`config.mk`:
```
export PLATFORM = sky130hd
export DESIGN_NAME = spi_nor_flash_command_sequencer_unit
export DESIGN_NICKNAME = d
export VERILOG_FILES = /design/src/snfcs_pkg.sv /design/src/snfcs_core.sv /design/src/snfcs_outq.sv /design/src/spi_nor_flash_command_sequencer_unit.sv
export SDC_FILE = /design/constraint.sdc
export NUM_CORES = 1
export LEC_CHECK = 0
export BUFFER_PORTS_ARGS = -buffer_cell sky130_fd_sc_hd__buf_2
export CAP_MARGIN = 20
export CELL_PAD_IN_SITES_DETAIL_PLACEMENT = 0
export CELL_PAD_IN_SITES_GLOBAL_PLACEMENT = 1
export CORE_ASPECT_RATIO = 0.8
export CORE_MARGIN = 3
export CORE_UTILIZATION = 45
export CTS_CLUSTER_DIAMETER = 150
export DETAILED_ROUTE_END_ITERATION = 8
export GPL_ROUTABILITY_DRIVEN = 0
export MAX_ROUTING_LAYER = met4
export PLACE_DENSITY_LB_ADDON = 0.05
export SLEW_MARGIN = 20
export SYNTH_ARGS = -nofsm -noshare
export SYNTH_HDL_FRONTEND = slang
export SYNTH_SLANG_ARGS = --single-unit
```
`constraint.sdc`:
```
create_clock -name clk_i -period 6.7 [get_ports clk_i]
set_input_delay 0.335 -clock clk_i [delete_from_list [all_inputs] [get_ports clk_i]]
set_output_delay 0.335 -clock clk_i [all_outputs]
set_load 0.005 [all_outputs]
```
`src/snfcs_pkg.sv`:
```
// Shared types, codes and constants of the SPI NOR flash command sequencer.
package snfcs_pkg;

  localparam int unsigned CapacityBytes = 4194304;
  localparam int unsigned PageBytes     = 256;
  localparam int unsigned SectorBytes   = 4096;
  localparam int unsigned BlockBytes    = 65536;
  localparam int unsigned MaxResults    = 8;

  localparam logic [3:0] FuncRead       = 4'd0;
  localparam logic [3:0] FuncFastRead   = 4'd1;
  localparam logic [3:0] FuncProgram    = 4'd2;
  localparam logic [3:0] FuncEraseSect  = 4'd3;
  localparam logic [3:0] FuncEraseBlk   = 4'd4;
  localparam logic [3:0] FuncReadId     = 4'd5;
  localparam logic [3:0] FuncDataByte   = 4'd6;
  localparam logic [3:0] FuncRxByte     = 4'd7;
  localparam logic [3:0] FuncTick       = 4'd8;

  localparam logic [1:0] KindSend    = 2'd0;
  localparam logic [1:0] KindClockIn = 2'd1;
  localparam logic [1:0] KindHost    = 2'd2;
  localparam logic [1:0] KindDone    = 2'd3;

  localparam logic [2:0] StatOk      = 3'd0;
  localparam logic [2:0] StatParam   = 3'd1;
  localparam logic [2:0] StatRange   = 3'd2;
  localparam logic [2:0] StatAlign   = 3'd3;
  localparam logic [2:0] StatTimeout = 3'd4;
  localparam logic [2:0] StatNoWel   = 3'd5;

  localparam logic [7:0] CmdWriteEn   = 8'h06;
  localparam logic [7:0] CmdReadStat  = 8'h05;
  localparam logic [7:0] CmdRead      = 8'h03;
  localparam logic [7:0] CmdFastRead  = 8'h0B;
  localparam logic [7:0] CmdProgram   = 8'h02;
  localparam logic [7:0] CmdSectErase = 8'h20;
  localparam logic [7:0] CmdBlkErase  = 8'hD8;
  localparam logic [7:0] CmdReadId    = 8'h9F;

  localparam logic [1:0] CfgPageTimeout   = 2'd0;
  localparam logic [1:0] CfgSectorTimeout = 2'd1;
  localparam logic [1:0] CfgBlockTimeout  = 2'd2;

  typedef struct packed {
    logic [1:0] kind;
    logic [7:0] spi_byte;
    logic       select_held;
    logic [7:0] host_byte;
    logic [2:0] status;
  } result_t;

  typedef struct packed {
    logic       load;
    logic [3:0] count;
    result_t [MaxResults-1:0] list;
  } batch_t;

  typedef struct packed {
    logic [15:0] page_ms;
    logic [15:0] sector_ms;
    logic [15:0] block_ms;
  } timeouts_t;

  function automatic result_t mk_res(logic [1:0] kind, logic [7:0] spi, logic held,
                                     logic [7:0] host, logic [2:0] status);
    result_t r;
    r.kind        = kind;
    r.spi_byte    = spi;
    r.select_held = held;
    r.host_byte   = host;
    r.status      = status;
    return r;
  endfunction

endpackage

```
`src/snfcs_core.sv`:
```
// Sequencer state and the per-beat result computation.
module snfcs_core (
  input  logic                  clk_i,
  input  logic                  rst_ni,
  input  logic                  accept_i,
  input  logic [3:0]            func_i,
  input  logic [23:0]           address_i,
  input  logic [22:0]           length_i,
  input  logic [7:0]            data_byte_i,
  input  logic [7:0]            rx_byte_i,
  input  snfcs_pkg::timeouts_t  tmo_i,
  output snfcs_pkg::batch_t     batch_o
);

  typedef enum logic [2:0] {
    PhIdle, PhReadRx, PhWelRx, PhProgData, PhPollRx
  } phase_e;

  phase_e      phase_q, phase_d;
  logic [3:0]  op_q, op_d;
  logic [23:0] addr_q, addr_d;
  logic [22:0] left_q, left_d;
  logic [8:0]  page_q, page_d;
  logic [15:0] ms_q, ms_d;

  snfcs_pkg::result_t [snfcs_pkg::MaxResults-1:0] res;
  logic [3:0]  n;
  logic [24:0] end_len, end_sect, end_blk;
  logic [8:0]  room;
  logic [15:0] limit;
  logic [22:0] left_m1;

  localparam logic [24:0] Cap = 25'(snfcs_pkg::CapacityBytes);

  always_comb begin
    phase_d = phase_q;
    op_d    = op_q;
    addr_d  = addr_q;
    left_d  = left_q;
    page_d  = page_q;
    ms_d    = ms_q;
    n       = 4'd0;
    res     = '0;
    end_len  = {1'b0, address_i} + {2'b00, length_i};
    end_sect = {1'b0, address_i} + 25'(snfcs_pkg::SectorBytes);
    end_blk  = {1'b0, address_i} + 25'(snfcs_pkg::BlockBytes);
    room     = 9'(snfcs_pkg::PageBytes) - {1'b0, addr_q[7:0]};
    left_m1  = (left_q != 23'd0) ? left_q - 23'd1 : left_q;
    if (op_q == snfcs_pkg::FuncProgram) begin
      limit = tmo_i.page_ms;
    end else if (op_q == snfcs_pkg::FuncEraseSect) begin
      limit = tmo_i.sector_ms;
    end else begin
      limit = tmo_i.block_ms;
    end

    if (accept_i) begin
      if (func_i <= snfcs_pkg::FuncReadId) begin
        if (phase_q == PhIdle) begin
          op_d   = func_i;
          addr_d = address_i;
          if (func_i == snfcs_pkg::FuncReadId) begin
            left_d = 23'd3;
            res[0] = snfcs_pkg::mk_res(snfcs_pkg::KindSend, snfcs_pkg::CmdReadId, 1'b1,
                                       8'h00, snfcs_pkg::StatOk);
            res[1] = snfcs_pkg::mk_res(snfcs_pkg::KindClockIn, 8'h00, 1'b1, 8'h00,
                                       snfcs_pkg::StatOk);
            n = 4'd2;
            phase_d = PhReadRx;
          end else if (func_i >= snfcs_pkg::FuncEraseSect) begin
            if ((func_i == snfcs_pkg::FuncEraseSect) ? (address_i[11:0] != 12'd0)
                                                     : (address_i[15:0] != 16'd0)) begin
              res[0] = snfcs_pkg::mk_res(snfcs_pkg::KindDone, 8'h00, 1'b0, 8'h00,
                                         snfcs_pkg::StatAlign);
              n = 4'd1;
            end else if ((func_i == snfcs_pkg::FuncEraseSect) ? (end_sect > Cap)
                                                              : (end_blk > Cap)) begin
              res[0] = snfcs_pkg::mk_res(snfcs_pkg::KindDone, 8'h00, 1'b0, 8'h00,
                                         snfcs_pkg::StatRange);
              n = 4'd1;
            end else begin
              n = 4'd3;
              phase_d = PhWelRx;
            end
          end else if (length_i == 23'd0) begin
            res[0] = snfcs_pkg::mk_res(snfcs_pkg::KindDone, 8'h00, 1'b0, 8'h00,
                                       snfcs_pkg::StatOk);
            n = 4'd1;
          end else if (end_len > Cap) begin
            res[0] = snfcs_pkg::mk_res(snfcs_pkg::KindDone, 8'h00, 1'b0, 8'h00,
                                       snfcs_pkg::StatRange);
            n = 4'd1;
          end else if (func_i == snfcs_pkg::FuncProgram) begin
            left_d  = length_i;
            n       = 4'd3;
            phase_d = PhWelRx;
          end else if (length_i > 23'd65535) begin
            res[0] = snfcs_pkg::mk_res(snfcs_pkg::KindDone, 8'h00, 1'b0, 8'h00,
                                       snfcs_pkg::StatParam);
            n = 4'd1;
          end else begin
            left_d = length_i;
            res[0] = snfcs_pkg::mk_res(snfcs_pkg::KindSend,
                                       (func_i == snfcs_pkg::FuncRead) ?
                                       snfcs_pkg::CmdRead : snfcs_pkg::CmdFastRead,
                                       1'b1, 8'h00, snfcs_pkg::StatOk);
            res[1] = snfcs_pkg::mk_res(snfcs_pkg::KindSend, address_i[23:16], 1'b1, 8'h00,
                                       snfcs_pkg::StatOk);
            res[2] = snfcs_pkg::mk_res(snfcs_pkg::KindSend, address_i[15:8], 1'b1, 8'h00,
                                       snfcs_pkg::StatOk);
            res[3] = snfcs_pkg::mk_res(snfcs_pkg::KindSend, address_i[7:0], 1'b1, 8'h00,
                                       snfcs_pkg::StatOk);
            if (func_i == snfcs_pkg::FuncFastRead) begin
              res[4] = snfcs_pkg::mk_res(snfcs_pkg::KindSend, 8'h00, 1'b1, 8'h00,
                                         snfcs_pkg::StatOk);
              res[5] = snfcs_pkg::mk_res(snfcs_pkg::KindClockIn, 8'h00,
                                         length_i > 23'd1, 8'h00, snfcs_pkg::StatOk);
              n = 4'd6;
            end else begin
              res[4] = snfcs_pkg::mk_res(snfcs_pkg::KindClockIn, 8'h00,
                                         length_i > 23'd1, 8'h00, snfcs_pkg::StatOk);
              n = 4'd5;
            end
            phase_d = PhReadRx;
          end
          // Write-enable then status read opens every program and erase that passes its checks.
          if (phase_d == PhWelRx) begin
            res[0] = snfcs_pkg::mk_res(snfcs_pkg::KindSend, snfcs_pkg::CmdWriteEn, 1'b0,
                                       8'h00, snfcs_pkg::StatOk);
            res[1] = snfcs_pkg::mk_res(snfcs_pkg::KindSend, snfcs_pkg::CmdReadStat, 1'b1,
                                       8'h00, snfcs_pkg::StatOk);
            res[2] = snfcs_pkg::mk_res(snfcs_pkg::KindClockIn, 8'h00, 1'b0, 8'h00,
                                       snfcs_pkg::StatOk);
          end
          if (n == 4'd1) begin
            phase_d = PhIdle;
          end
        end
      end else if (func_i == snfcs_pkg::FuncDataByte) begin
        if (phase_q == PhProgData && page_q != 9'd0) begin
          res[0] = snfcs_pkg::mk_res(snfcs_pkg::KindSend, data_byte_i, page_q > 9'd1,
                                     8'h00, snfcs_pkg::StatOk);
          addr_d = addr_q + 24'd1;
          left_d = left_m1;
          page_d = page_q - 9'd1;
          n = 4'd1;
          if (page_q == 9'd1) begin
            ms_d   = 16'd0;
            res[1] = snfcs_pkg::mk_res(snfcs_pkg::KindSend, snfcs_pkg::CmdReadStat, 1'b1,
                                       8'h00, snfcs_pkg::StatOk);
            res[2] = snfcs_pkg::mk_res(snfcs_pkg::KindClockIn, 8'h00, 1'b0, 8'h00,
                                       snfcs_pkg::StatOk);
            n = 4'd3;
            phase_d = PhPollRx;
          end
        end
      end else if (func_i == snfcs_pkg::FuncRxByte) begin
        unique case (phase_q)
          PhReadRx: begin
            res[0] = snfcs_pkg::mk_res(snfcs_pkg::KindHost, 8'h00, 1'b0, rx_byte_i,
                                       snfcs_pkg::StatOk);
            left_d = left_m1;
            if (left_m1 == 23'd0) begin
              res[1] = snfcs_pkg::mk_res(snfcs_pkg::KindDone, 8'h00, 1'b0, 8'h00,
                                         snfcs_pkg::StatOk);
              phase_d = PhIdle;
            end else begin
              res[1] = snfcs_pkg::mk_res(snfcs_pkg::KindClockIn, 8'h00, left_m1 > 23'd1,
                                         8'h00, snfcs_pkg::StatOk);
            end
            n = 4'd2;
          end
          PhWelRx: begin
            if (!rx_byte_i[1]) begin
              res[0] = snfcs_pkg::mk_res(snfcs_pkg::KindDone, 8'h00, 1'b0, 8'h00,
                                         snfcs_pkg::StatNoWel);
              n = 4'd1;
              phase_d = PhIdle;
            end else begin
              if (op_q == snfcs_pkg::FuncProgram) begin
                res[0] = snfcs_pkg::mk_res(snfcs_pkg::KindSend, snfcs_pkg::CmdProgram, 1'b1,
                                           8'h00, snfcs_pkg::StatOk);
                page_d = ({9'd0, left_q[13:0]} < {14'd0, room} || left_q[22:14] != 9'd0) ?
                         ((left_q < {14'd0, room}) ? left_q[8:0] : room) : room;
                n = 4'd4;
                phase_d = PhProgData;
              end else begin
                res[0] = snfcs_pkg::mk_res(snfcs_pkg::KindSend,
                                           (op_q == snfcs_pkg::FuncEraseSect) ?
                                           snfcs_pkg::CmdSectErase : snfcs_pkg::CmdBlkErase,
                                           1'b1, 8'h00, snfcs_pkg::StatOk);
                res[4] = snfcs_pkg::mk_res(snfcs_pkg::KindSend, snfcs_pkg::CmdReadStat, 1'b1,
                                           8'h00, snfcs_pkg::StatOk);
                res[5] = snfcs_pkg::mk_res(snfcs_pkg::KindClockIn, 8'h00, 1'b0, 8'h00,
                                           snfcs_pkg::StatOk);
                ms_d = 16'd0;
                n = 4'd6;
                phase_d = PhPollRx;
              end
              res[1] = snfcs_pkg::mk_res(snfcs_pkg::KindSend, addr_q[23:16], 1'b1, 8'h00,
                                         snfcs_pkg::StatOk);
              res[2] = snfcs_pkg::mk_res(snfcs_pkg::KindSend, addr_q[15:8], 1'b1, 8'h00,
                                         snfcs_pkg::StatOk);
              res[3] = snfcs_pkg::mk_res(snfcs_pkg::KindSend, addr_q[7:0],
                                         op_q == snfcs_pkg::FuncProgram, 8'h00,
                                         snfcs_pkg::StatOk);
            end
          end
          PhPollRx: begin
            if (!rx_byte_i[0]) begin
              if (op_q == snfcs_pkg::FuncProgram && left_q != 23'd0) begin
                res[0] = snfcs_pkg::mk_res(snfcs_pkg::KindSend, snfcs_pkg::CmdWriteEn, 1'b0,
                                           8'h00, snfcs_pkg::StatOk);
                res[1] = snfcs_pkg::mk_res(snfcs_pkg::KindSend, snfcs_pkg::CmdReadStat,
                                           1'b1, 8'h00, snfcs_pkg::StatOk);
                res[2] = snfcs_pkg::mk_res(snfcs_pkg::KindClockIn, 8'h00, 1'b0, 8'h00,
                                           snfcs_pkg::StatOk);
                n = 4'd3;
                phase_d = PhWelRx;
              end else begin
                res[0] = snfcs_pkg::mk_res(snfcs_pkg::KindDone, 8'h00, 1'b0, 8'h00,
                                           snfcs_pkg::StatOk);
                n = 4'd1;
                phase_d = PhIdle;
              end
            end else if (ms_q >= limit) begin
              res[0] = snfcs_pkg::mk_res(snfcs_pkg::KindDone, 8'h00, 1'b0, 8'h00,
                                         snfcs_pkg::StatTimeout);
              n = 4'd1;
              phase_d = PhIdle;
            end else begin
              res[0] = snfcs_pkg::mk_res(snfcs_pkg::KindSend, snfcs_pkg::CmdReadStat, 1'b1,
                                         8'h00, snfcs_pkg::StatOk);
              res[1] = snfcs_pkg::mk_res(snfcs_pkg::KindClockIn, 8'h00, 1'b0, 8'h00,
                                         snfcs_pkg::StatOk);
              n = 4'd2;
            end
          end
          default: begin
          end
        endcase
      end else if (func_i == snfcs_pkg::FuncTick) begin
        if (phase_q == PhPollRx && ms_q != 16'hFFFF) begin
          ms_d = ms_q + 16'd1;
        end
      end
    end
    batch_o.load  = accept_i;
    batch_o.count = n;
    batch_o.list  = res;
  end

  always_ff @(posedge clk_i or negedge rst_ni) begin
    if (!rst_ni) begin
      phase_q <= PhIdle;
      op_q    <= 4'd0;
      addr_q  <= 24'd0;
      left_q  <= 23'd0;
      page_q  <= 9'd0;
      ms_q    <= 16'd0;
    end else begin
      phase_q <= phase_d;
      op_q    <= op_d;
      addr_q  <= addr_d;
      left_q  <= left_d;
      page_q  <= page_d;
      ms_q    <= ms_d;
    end
  end

endmodule

```
`src/snfcs_outq.sv`:
```
// Result buffer that hands out one result beat per cycle while out_ready_i is high.
module snfcs_outq (
  input  logic               clk_i,
  input  logic               rst_ni,
  input  snfcs_pkg::batch_t  batch_i,
  input  logic               out_ready_i,
  output logic               in_ready_o,
  output logic               out_valid_o,
  output snfcs_pkg::result_t head_o,
  output logic               last_o
);

  snfcs_pkg::result_t [snfcs_pkg::MaxResults-1:0] list_q, list_d;
  logic [3:0] rem_q, rem_d;
  logic       pop;

  assign out_valid_o = (rem_q != 4'd0);
  assign pop         = out_valid_o && out_ready_i;
  assign in_ready_o  = (rem_q == 4'd0) || ((rem_q == 4'd1) && out_ready_i);
  assign head_o      = list_q[0];
  assign last_o      = (rem_q == 4'd1);

  always_comb begin
    list_d = list_q;
    rem_d  = rem_q;
    if (batch_i.load) begin
      list_d = batch_i.list;
      rem_d  = batch_i.count;
    end else if (pop) begin
      list_d = {snfcs_pkg::result_t'('0), list_q[snfcs_pkg::MaxResults-1:1]};
      rem_d  = rem_q - 4'd1;
    end
  end

  always_ff @(posedge clk_i or negedge rst_ni) begin
    if (!rst_ni) begin
      rem_q <= 4'd0;
    end else begin
      rem_q <= rem_d;
    end
  end

  always_ff @(posedge clk_i) begin
    list_q <= list_d;
  end

endmodule

```
`src/spi_nor_flash_command_sequencer_unit.sv`:
```
// Top level of the SPI NOR flash command sequencer.
// The first result beat of an item appears in the cycle after the item is accepted.
// The input takes one beat per cycle while each item causes at most one result and the
// receiver is ready; an item with more results holds the input until its last is taken.
// Reset (rst_ni low, asynchronous) returns the sequencer to idle, empties the
// result buffer and restores the timeouts to 10, 500 and 3000 ms.
module spi_nor_flash_command_sequencer_unit (
  input  logic        clk_i,
  input  logic        rst_ni,
  input  logic        in_valid_i,
  output logic        in_ready_o,
  input  logic [3:0]  func_i,
  input  logic [23:0] address_i,
  input  logic [22:0] length_i,
  input  logic [7:0]  data_byte_i,
  input  logic [7:0]  rx_byte_i,
  output logic        out_valid_o,
  input  logic        out_ready_i,
  output logic [1:0]  kind_o,
  output logic [7:0]  spi_byte_o,
  output logic        select_held_o,
  output logic [7:0]  host_byte_o,
  output logic [2:0]  status_o,
  output logic        last_o,
  input  logic        cfg_we_i,
  input  logic [1:0]  cfg_index_i,
  input  logic [15:0] cfg_data_i
);

  // The timeout registers are written directly; writes to an unused index are dropped.
  snfcs_pkg::timeouts_t tmo_q, tmo_d;
  snfcs_pkg::batch_t    batch;
  snfcs_pkg::result_t   head;
  logic                 accept;

  always_comb begin
    tmo_d = tmo_q;
    if (cfg_we_i) begin
      unique case (cfg_index_i)
        snfcs_pkg::CfgPageTimeout:   tmo_d.page_ms   = cfg_data_i;
        snfcs_pkg::CfgSectorTimeout: tmo_d.sector_ms = cfg_data_i;
        snfcs_pkg::CfgBlockTimeout:  tmo_d.block_ms  = cfg_data_i;
        default: begin
        end
      endcase
    end
  end

  always_ff @(posedge clk_i or negedge rst_ni) begin
    if (!rst_ni) begin
      tmo_q.page_ms   <= 16'd10;
      tmo_q.sector_ms <= 16'd500;
      tmo_q.block_ms  <= 16'd3000;
    end else begin
      tmo_q <= tmo_d;
    end
  end

  // An input beat is taken whenever the buffer will be empty by the next edge.
  assign accept = in_valid_i && in_ready_o;

  snfcs_core u_core (
    .clk_i       (clk_i),
    .rst_ni      (rst_ni),
    .accept_i    (accept),
    .func_i      (func_i),
    .address_i   (address_i),
    .length_i    (length_i),
    .data_byte_i (data_byte_i),
    .rx_byte_i   (rx_byte_i),
    .tmo_i       (tmo_q),
    .batch_o     (batch)
  );

  snfcs_outq u_outq (
    .clk_i       (clk_i),
    .rst_ni      (rst_ni),
    .batch_i     (batch),
    .out_ready_i (out_ready_i),
    .in_ready_o  (in_ready_o),
    .out_valid_o (out_valid_o),
    .head_o      (head),
    .last_o      (last_o)
  );

  assign kind_o        = head.kind;
  assign spi_byte_o    = head.spi_byte;
  assign select_held_o = head.select_held;
  assign host_byte_o   = head.host_byte;
  assign status_o      = head.status;

endmodule

```
==> impl_results.md, run 1 <==
- Outcome: finished clean
- CP Cell Sequence: nor4_1 > nand4_1 > o21ai_1 > o211ai_1 > a2111oi_0 > nand4_1 > o21ai_0 > nand3_1 > a21oi_1 > nand3_1
- Fin Setup TNS: 0 ns
- Worst hold path startpoint: cfg_data_i[4]
- PwrDens: 340 nW/µm²
- HP Class: in -> reg
- Reg clk slew, reported paths: 0.09 ns
- Avg Cell Area, Syn: 8.68 µm²
- Synth Flop Type: dfrtp_1
- Post-placement cell count: 1927
- Setup CP Type: reg -> reg
- Chip width: between 150 and 200 µm
- Commonest non-fill, non-tap cell in the layout: a21oi_1
- Die area: 31600 µm²
- Peak Freq: 215 MHz
- Post-Synthesis Cells: 1528
- Number of synthesized flops with an enable pin: 58
- Worst-Margin Slew: around 1.1 ns
- Mapped cell area: around 13000 µm²
- Port Buffers: around 110
- Total CTS buffers: 17
- Clock latency on the worst-skew pair: 0.45 ns
- Die height: roughly 160 µm
- CTS max path bufs: 2
- Seq pwr share: 38.7%
- CP endpoint kind: register
- Core area: between 20000 and 30000 µm²
- Synth area leader: dfrtp_1
- DRT Wirelength: 43.1 mm
- RSZ-0062 raised after global routing: no
- Share of the synthesized area in the top cell type: 21.9%
- Max Cap Violations: 0
- Area Overhead vs Synth: 10.0%
- ANT cells: 0
- Total Nets Final: about 1700
- Layout Skew: 0.0217 ns
- PostCTS Resize Cnt: 0
- Crit-path max FO: 15
- Pins over their slew limit: 0
- First-pass GRT wire length: 65.7 mm
- Ranking of synthesized cells by area: dfrtp_1 (22%), edfxtp_1 (13%), a21oi_1 (5.8%)
- Root Driver: clkbuf_16
- Reg-to-reg endpoint: u_outq.list_q[33]
- Hold Vio Cnt, Final: 0
- Power Total: 4960 µW
- Layout Cells excl Fill: 1960
- Multi-input gate area: 7530 µm²
- Combinational power share: about two fifths
- I/O pin cnt: 115
- Via density per instance: approximately 6.3
- Setup crit start kind: register
- Htree depth: 4
- Most frequent cells in the layout: a21oi_1 (153), nor2_1 (145), o21ai_0 (126)
- Drt pass-1 iters: 7
- Site row count: 55
- Ys Warns: 0
- Slew headroom: 27.7%
- Clock share of power: 21.7%
- Slowest stage delay, CP: 0.75 ns
- Async SR Flop Fraction: between 60 and 70%
- R2r worst-path depth: 10
- Starting Density: 46.3%
- CP top delay family: simple AND/OR/NAND/NOR gates
- Reg-to-Reg Start: u_core.left_q[11]
- Overall Global Routing Usage: 27.5%
- Hpwl dp: about 32 mm
- Grt ovf: 0
- WL/cell: 22.0 µm
- Reg2Reg Setup Slack: 2.04 ns
- Sequential area share after synthesis: roughly 38%
- DRC viols: 0
- Cell Int Power: 2880 µW
- NetSw: about 2100 µW
- Register area: 5040 µm²
- Antenna violations before repair: 0
- Total clock sinks: 189
- Leak Pwr: between 0.006 and 0.007 µW
- Fill cells: about 2800
- Post-Syn Nets: about 1700
- Synth Register Bits: 189
- VDD IR max: 0.000192 V
- Vias in the first global route: approximately 11000
- CP Data Required Time: 6.85 ns
- Via total after detailed routing: 12300
- Worst Hold Path EP: tmo_q[4]
- Setup Viol. Count Final: 0
- WP buf/inv: 0
- Core Util, Final: 51.0%
- Sw frac: 41.9%
- CP max stage cell: nand4_1
- Final worst-path cycle share: 69.5%
- Hold path depth: 2
- Pin count of the biggest net entering global routing: 69
- Post-route minimum period: ~4.7 ns
- Starting DRT DRC Count: ~1100
- Final ANT Viol Nets: 0
- Netlist cell types: 84
- Share of layout cells above drive strength 1: 16.8%
- Crit path DAT: 4.81 ns
- CTS tree: built
flip-flops by register name, indices dropped and copies added (netlist names):
signal          cells
u_outq.rem_q        4
u_core.page_q       9
u_core.ms_q        16
u_outq.list_q      36
u_core.op_q         4
u_core.phase_q      3
u_outq.head_o      22
u_core.left_q      23
tmo_q              48
u_core.addr_q      24
how the worst max path moves through the flow:
stage | start | to | slack [ns] | cells past startpoint
2_1_floorplan | address_i[0] | u_outq.list_q[39] | 2.39 | 15
3_3_place_gp | address_i[0] | u_outq.list_q[36] | 1.77 | 13
3_5_place_dp | address_i[0] | u_outq.list_q[38] | 1.66 | 13
4_1_cts | address_i[0] | u_outq.list_q[38] | 2.12 | 13
5_1_grt | u_core.left_q[0] | u_outq.list_q[33] | 1.81 | 12
6_report | u_core.left_q[11] | u_outq.list_q[33] | 2.04 | 10
area by class of cell:
cell class | count | area share [%]
clock buffer | 18 | 3.01
timing repair buffer | 134 | 5.00
clock inverter | 14 | 1.22
multi-input combinational | 1179 | 51.6
sequential | 189 | 34.5
inverter | 56 | 1.44
tap | 370 | 3.17
stage by stage:
step / cell area (µm²) / hold WS [ns] / setup WS (ns)
2_1_floorplan: 13300 / 0.0394 / 2.39
3_3_place_gp: 14000 / 0.409 / 1.77
3_5_place_dp: 14000 / 0.408 / 1.66
4_1_cts: 14600 / 0.120 / 2.12
5_1_grt: 14600 / 0.126 / 1.81
6_report: 14600 / 0.137 / 2.04
metal layers:
layer | track usage, % | share of wire [%]
met1 | 43.0 | 49
met4 | 6.30 | 1.8
met2 | 36.1 | 41
met5 | - | 0
met3 | 5.54 | 8.2
Yosys cell counts, drive strengths merged, types with 27 or more instances:
| library cell | number |
|---|---|
| a21oi | 154 |
| nor2 | 145 |
| o21ai | 131 |
| nand2 | 123 |
| dfrtp | 116 |
| clkbuf | 74 |
| edfxtp | 58 |
| mux2 | 57 |
| inv | 56 |
| ha | 55 |
| nand3 | 54 |
| nor3 | 40 |
| buf | 30 |
| o22ai | 30 |
| nor4 | 28 |
| mux2i | 27 |
cell families (layout without fill, tap and decap cells):
| family | Yosys count | in the layout | share of synthesized area [%] |
|---|---|---|---|
| xor+xnor | 27 | 27 | 1.78 |
| fa+ha+maj | 56 | 56 | 5.34 |
| simple gates | 539 | 539 | 20.1 |
| compound gates | 473 | 473 | 22.5 |
| mux | 84 | 84 | 6.88 |
| flops | 189 | 189 | 38.0 |
| buf+inv | 160 | 222 | 5.39 |
power groups by stage:
stage / Sequential, µW / Clock, µW / Combinational [µW]
finish: 1920 / 1070 / 1970
global route: 1960 / 1140 / 2190
CTS: 1900 / 1090 / 1950
detailed placement: 1930 / 0 / 1940
global placement: 1920 / 0 / 1920
floorplan: 1760 / 0 / 1490
repair_timing:
item | CTS | global route
hold endpoints to repair | 61 | 0
buffers inserted | 0 | 0
hold buffers | 1 | 0
(Power assumes the default switching activity.)
==> inputs of run 2 (changes only) <==
Settings changed: CORE_UTILIZATION 45 to 42.
Clock period 6.7 ns to 4.25 ns, I/O delays scaled along.
==> run 2 against run 1 <==
Net effect: register-to-register slack got worse by 1.6 ns; total power rose by 61%; first-iteration DRC count is 11% higher; final cell count increased by 4.3%; clock-buffer cell count down 1; core utilization is 2.1 points lower; die area is 6.9% higher; sequential share of layout area shrank 0.97 points; global-route usage decreased by 0.38 points; final area rose by 2.9%; critical endpoint is now u_outq.list_q[35]; highest routed layer unchanged.
==> impl_results.md, run 2 (synthesis results as in run 1) <==
- WL/cell: 21.7 µm (was 22.0 µm)
- Most frequent cells in the layout: a21oi_1 (153), nor2_1 (144), o21ai_0 (126) (was a21oi_1 (153), nor2_1 (145), o21ai_0 (126))
- CTS max path bufs: 2 (unchanged)
- Total CTS buffers: 17 (unchanged)
- Site row count: 57 (was 55)
- Layout Skew: 0.00989 ns (was 0.0217 ns)
- Total clock sinks: 189 (unchanged)
- Drt pass-1 iters: 7 (unchanged)
- Placement Setup Slack: -0.0395 ns (was 1.66 ns)
- Clock latency on the worst-skew pair: 0.46 ns (was 0.45 ns)
- Starting DRT DRC Count: 1222 (was 1104)
- Post-placement cell count: 2008 (was 1927)
- Die area: 33800 µm² (was 31600 µm²)
- First-pass GRT wire length: 68.8 mm (was 65.7 mm)
- Pins over their slew limit: 0 (unchanged)
- DRT Wirelength: 44.4 mm (was 43.1 mm)
- Biggest registers after layout: tmo_q: 48 flops, u_outq.list_q: 36 flops, u_core.addr_q: 24 flops (unchanged)
- Final setup margin: 0.378 ns (was 2.04 ns)
- Slowest stage delay, CP: 0.48 ns (was 0.75 ns)
- Final worst-path cycle share: 91.1%
- Via total after detailed routing: 12300 (about the same)
- Overall Global Routing Usage: 27.2% (was 27.5%)
- Crit-path max FO: 12 (was 15)
- Chip width: 205 µm (was 198 µm)
- RSZ-0062 raised after global routing: no (unchanged)
- Reg clk slew, reported paths: 0.08 ns (was 0.09 ns)
- Outcome: finished clean (unchanged)
- DRC viols: 0 (unchanged)
- Crit path DAT: 4.17 ns (was 4.81 ns)
- HP Class: in -> reg (unchanged)
- Via density per instance: 6.01 (was 6.25)
- Hpwl dp: 33.4 mm (was 31.8 mm)
- CP Data Required Time: 4.54 ns (was 6.85 ns)
- Setup CP Type: in -> reg (was reg -> reg)
- Core area: 30700 µm² (was 28600 µm²)
- Final ANT Viol Nets: 0 (unchanged)
- CP endpoint kind: register (unchanged)
- Register area: 5040 µm² (unchanged)
- Post-route minimum period: 3.87 ns
- VDD IR max: 0.000272 V (was 0.000192 V)
- Port Buffers: 114 (unchanged)
- PwrDens: 531 nW/µm² (was 340 nW/µm²)
- Starting Density: 43.2% (was 46.3%)
- Antenna violations before repair: 0 (unchanged)
- PostCTS Resize Cnt: 0 (unchanged)
- Fill cells: 3013 (was 2778)
- Pin count of the biggest net entering global routing: 73 (was 69)
- CP Cell Sequence: buf_2 > ha_1 > fa_1 > a211o_1 > a221oi_4 > o22ai_2 > or2_1 > a2111oi_2 > or4b_1 > o21ba_1 > or3_4 > or3_1 > buf_4 > o22ai_1 (was nor4_1 > nand4_1 > o21ai_1 > o211ai_1 > a2111oi_0 > nand4_1 > o21ai_0 > nand3_1 > a21oi_1 > nand3_1)
- Htree depth: 4 (unchanged)
- Share of layout cells above drive strength 1: 18.8% (was 16.8%)
- Slew headroom: 37.3% (was 27.7%)
- Max FFs per register: 48 (unchanged)
- Total Nets Final: 1765 (was 1723)
- Hold Vio Cnt, Final: 0 (unchanged)
- ANT cells: 0 (unchanged)
- Vias in the first global route: 11400 (was 11200)
- CTS tree: built (unchanged)
- Area Overhead vs Synth: 13.2% (was 10.0%)
- Register name with the most flops: tmo_q (unchanged)
- CP max stage cell: or4b_1 (was nand4_1)
- Layout Cells excl Fill: 2045 (was 1960)
- Peak Freq: 258 MHz
- Grt ovf: 0 (unchanged)
- Setup Viol. Count Final: 0 (unchanged)
- Max Cap Violations: 0 (unchanged)
- Leak Pwr: 0.00630 µW (was 0.00608 µW)
- Die height: 165 µm (was 160 µm)
- Multi-input gate area: 7540 µm² (was 7530 µm²)
- Setup crit start kind: input port (was register)
- Commonest non-fill, non-tap cell in the layout: a21oi_1 (unchanged)
- Root Driver: clkbuf_16 (unchanged)
- I/O pin cnt: 115 (unchanged)
- Worst-Margin Slew: 0.935 ns (was 1.08 ns)
## run 2: cell count changes in the layout (fill, tap and decap cells not counted), sizes merged
cell / previous run / this run
buf: 133 / 171
dlygate4sd3: 1 / 5
clkinv: 3 / 6
inv: 67 / 65
clkbuf: 18 / 17
## run 2: final timing paths
check | start | endpoint | slack [ns] | cells after the start
worst max-delay path | address_i[0] | u_outq.list_q[35] | 0.38 | 14
worst min-delay path | cfg_data_i[10] | tmo_q[42] | 0.01 | 2
worst max register to register | u_core.left_q[0] | u_outq.list_q[33] | 0.40 | 12
worst min register to register | u_core.op_q[1] | u_core.op_q[1] | 0.50 | 1
max in group asynchronous | rst_ni | tmo_q[24] | 3.08 | 3
min in group asynchronous | rst_ni | u_core.left_q[9] | 0.27 | 2
## run 2: timing repair
item / CTS / global route
hold endpoints to repair: 54 / 2
hold buffers: 3 / 2
setup buffers: 0 / 0
## run 2: final cells by class
| class | count | share of cell area, % |
|---|---|---|
| repair buffers | 176 | 7.19 |
| well taps | 413 | 3.44 |
| clock inverters | 15 | 1.36 |
| flip-flops and latches | 189 | 33.6 |
| clock buffers | 17 | 2.83 |
| multi-input cells | 1179 | 50.2 |
| inverters | 56 | 1.40 |
## run 2: report_power, final
| group | leakage [µW] | switching [µW] | internal (µW) | total (µW) |
|---|---|---|---|---|
| Combinational | 0.00378 | 1880 | 1330 | 3210 |
| Sequential | 0.00221 | 584 | 2460 | 3050 |
| Clock | 0.000305 | 903 | 818 | 1720 |
| Total | 0.00630 | 3360 | 4610 | 7970 |
## run 2: layer usage
| layer | wire (µm) | up-vias | share of wire, % | global-route usage, % |
|---|---|---|---|---|
| met4 | 412 | 0 | 0.93 | 4.44 |
| li1 | - | 5842 | - | - |
| met2 | 18500 | 413 | 42 | 37.2 |
| met3 | 2950 | 32 | 6.6 | 5.30 |
| met5 | 0 | - | 0 | - |
| met1 | 22500 | 6007 | 51 | 41.8 |
## run 2: stage by stage
step	area [µm²]	TNS (ns)	power (µW)	utilization, %	hold WS, ns
6_report	15000	0	7970	48.8	0.0111
5_1_grt	15000	0	8530	48.8	0.000451
4_1_cts	15000	0	7950	48.8	0.00113
3_5_place_dp	14300	-0.0483	6210	46.6	0.229
3_3_place_gp	14300	0	6180	46.6	0.237
2_1_floorplan	13300	0	5120	-	-0.0831
## run 2: worst max-delay path: cells and delay by family
kind / cells / cell delay [ns]
AOI/OAI and AO/OA: 6 / 1.49
and+or+nand+nor: 4 / 1.51
buffers and inverters: 2 / 0.32
adders and majority gates: 2 / 0.62
==> inputs of run 3 (changes only) <==
Settings changed: CORE_UTILIZATION 42 to 45.
Clock period 4.25 ns to 4.55 ns, I/O delays scaled along.
==> run 3 against run 2 <==
Net effect: largest power group unchanged; highest routed layer unchanged; combinational power decreased by 8.4%; clock power decreased by 6%; clock-buffer cell count unchanged; via count decreased by 0.52%.
==> impl_results.md, run 3 (synthesis results as in run 1) <==
- Routing usage on met2: 37.5% (was 37.2%)
- Post-placement cell count: 1946 (was 2008)
- Area Overhead vs Synth: 11.2% (was 13.2%)
- Clock share of power: 21.8% (was 21.6%)
- Htree depth: 4 (unchanged)
- Pin count of the biggest net entering global routing: 88 (was 73)
- NetSw: 3110 µW (was 3360 µW)
- Commonest non-fill, non-tap cell in the layout: a21oi_1 (unchanged)
- Register name with the most flops: tmo_q (unchanged)
- Reg clk slew, reported paths: 0.09 ns (was 0.08 ns)
- PwrDens: 501 nW/µm² (was 531 nW/µm²)
- WL/cell: 21.7 µm (about the same)
- Crit path DAT: 4.42 ns (was 4.17 ns)
- Combinational power share: 39.7% (was 40.2%)
- Die height: 160 µm (was 165 µm)
- Core area: 28600 µm² (was 30700 µm²)
- Layout Skew: 0.0196 ns (was 0.00989 ns)
- Setup CP Type: in -> reg (unchanged)
- Outcome: finished clean (unchanged)
- Slew headroom: 29.7% (was 37.3%)
- Design Area, Final: 14700 µm² (was 15000 µm²)
- Vias in the first global route: 11200 (was 11400)
- Final worst-path cycle share: slightly above 90%
- Max FFs per register: 48 (unchanged)
- Root Driver: clkbuf_16 (unchanged)
- Biggest registers after layout: tmo_q: 48 flops, u_outq.list_q: 36 flops, u_core.addr_q: 24 flops (unchanged)
- First-pass GRT wire length: 66.4 mm (was 68.8 mm)
- Post-route minimum period: about 4.1 ns
- Hpwl dp: 32.4 mm (was 33.4 mm)
- Grt met3 use: 5.44% (was 5.30%)
- Antenna violations before repair: 0 (unchanged)
- Via density per instance: 6.18 (was 6.01)
- I/O pin cnt: 115 (unchanged)
- DRT Wirelength: 43.0 mm (was 44.4 mm)
- CTS tree: built (unchanged)
- Total clock sinks: 189 (unchanged)
- Worst-Margin Slew: 1.05 ns (was 0.935 ns)
- VDD IR max: 0.000277 V (was 0.000272 V)
- Starting DRT DRC Count: 1163 (was 1222)
- Clock latency on the worst-skew pair: 0.46 ns (about the same)
- Die area: 31600 µm² (was 33800 µm²)
- Grt peak-use layer: met1 (unchanged)
- CTS max path bufs: 2 (unchanged)
- Share of layout cells above drive strength 1: 17.8% (was 18.8%)
- Setup Viol. Count Final: 0 (unchanged)
- ANT cells: 0 (unchanged)
- CP endpoint kind: register (unchanged)
- Hold Vio Cnt, Final: 0 (unchanged)
- Cell Int Power: 4270 µW (was 4610 µW)
- Fill cells: 2779 (was 3013)
- Port Buffers: 114 (unchanged)
- HP Class: in -> reg (unchanged)
- Crit-path max FO: 6 (was 12)
- Layout Cells excl Fill: 1979 (was 2045)
- Total Nets Final: 1742 (was 1765)
- Grt met1 use: 43.3% (was 41.8%)
- Max Cap Violations: 0 (unchanged)
- Via total after detailed routing: 12200 (was 12300)
- Grt ovf: 0 (unchanged)
- Site row count: 55 (was 57)
- DRC viols: 0 (unchanged)
- Setup crit start kind: input port (unchanged)
- Placed inst area: 14100 µm² (was 14300 µm²)
- Starting Density: 46.3% (was 43.2%)
- Leak Pwr: 0.00617 µW (was 0.00630 µW)
- Overall Global Routing Usage: 27.8% (was 27.2%)
- Total CTS buffers: 17 (unchanged)
- Chip width: 198 µm (was 205 µm)
- Peak Freq: 242 MHz
- Pins over their slew limit: 0 (unchanged)
- Final ANT Viol Nets: 0 (unchanged)
- Most frequent cells in the layout: a21oi_1 (153), nor2_1 (145), o21ai_0 (126) (was a21oi_1 (153), nor2_1 (144), o21ai_0 (126))
- CP Data Required Time: 4.84 ns (was 4.54 ns)
- Sw frac: 42.2% (about the same)
- Drt pass-1 iters: 5 (was 7)
- Seq pwr share: 38.4% (was 38.2%)
- RSZ-0062 raised after global routing: no (unchanged)
- PostCTS Resize Cnt: 0 (unchanged)
run 3: cell type report:
class,count,area [µm²],area share [%]
multi-input cells,1179,7530,51.1
well taps,370,463,3.14
flip-flops and latches,189,5040,34.2
clock buffers,17,425,2.88
inverters,56,210,1.43
clock inverters,15,204,1.38
repair buffers,153,872,5.91
run 3: routing by layer:
layer	up-vias	wire length, µm
met5	-	0
met1	5921	21500
met3	37	3270
li1	5801	-
met4	0	437
met2	471	17800
run 3: final timing paths:
| path | start | endpoint | slack (ns) | depth (start not counted) |
|---|---|---|---|---|
| worst min-delay path | cfg_data_i[13] | tmo_q[13] | 0.03 | 2 |
| worst max register to register | u_core.left_q[0] | u_core.phase_q[0] | 0.47 | 11 |
| max in group asynchronous | rst_ni | u_core.ms_q[12] | 2.98 | 3 |
| min in group asynchronous | rst_ni | u_core.left_q[9] | 0.36 | 2 |
| worst min register to register | u_core.op_q[1] | u_core.op_q[1] | 0.51 | 1 |
| worst max-delay path | address_i[0] | u_outq.list_q[38] | 0.42 | 14 |
run 3: what timing repair did:
item / 4_1_cts / 5_1_grt
hold buffers: 1 / 0
buffers inserted: 0 / 0
hold endpoints to repair: 74 / 0
run 3: critical path: stages:
cell,delay (ns)
buf_2,0.14
ha_1,0.24
fa_1,0.40
a211o_1,0.35
a221oi_4,0.38
o22ai_2,0.11
or2_1,0.27
a2111oi_2,0.29
or4b_1,0.48
o21ba_1,0.25
or3_4,0.41
or3_1,0.48
buf_4,0.21
o22ai_1,0.17
run 3: through the flow:
step	setup TNS [ns]	hold slack [ns]	power (µW)	util (%)	setup WS, ns
global route	0	0.0216	7880	51.5	0.160
global placement	0	0.340	5700	49.3	0.0924
detailed placement	-0.0152	0.344	5730	49.3	-0.0152
CTS	0	0.0168	7360	51.5	0.442
finish	0	0.0291	7390	51.5	0.415
floorplan	0	-0.0681	4780	-	0.352
run 3: power groups by stage:
stage	Sequential, µW	Combinational, µW	Clock (µW)
floorplan	2580	2200	0
CTS	2820	2900	1640
global route	2900	3270	1710
detailed placement	2850	2880	0
global placement	2840	2860	0
finish	2840	2940	1610
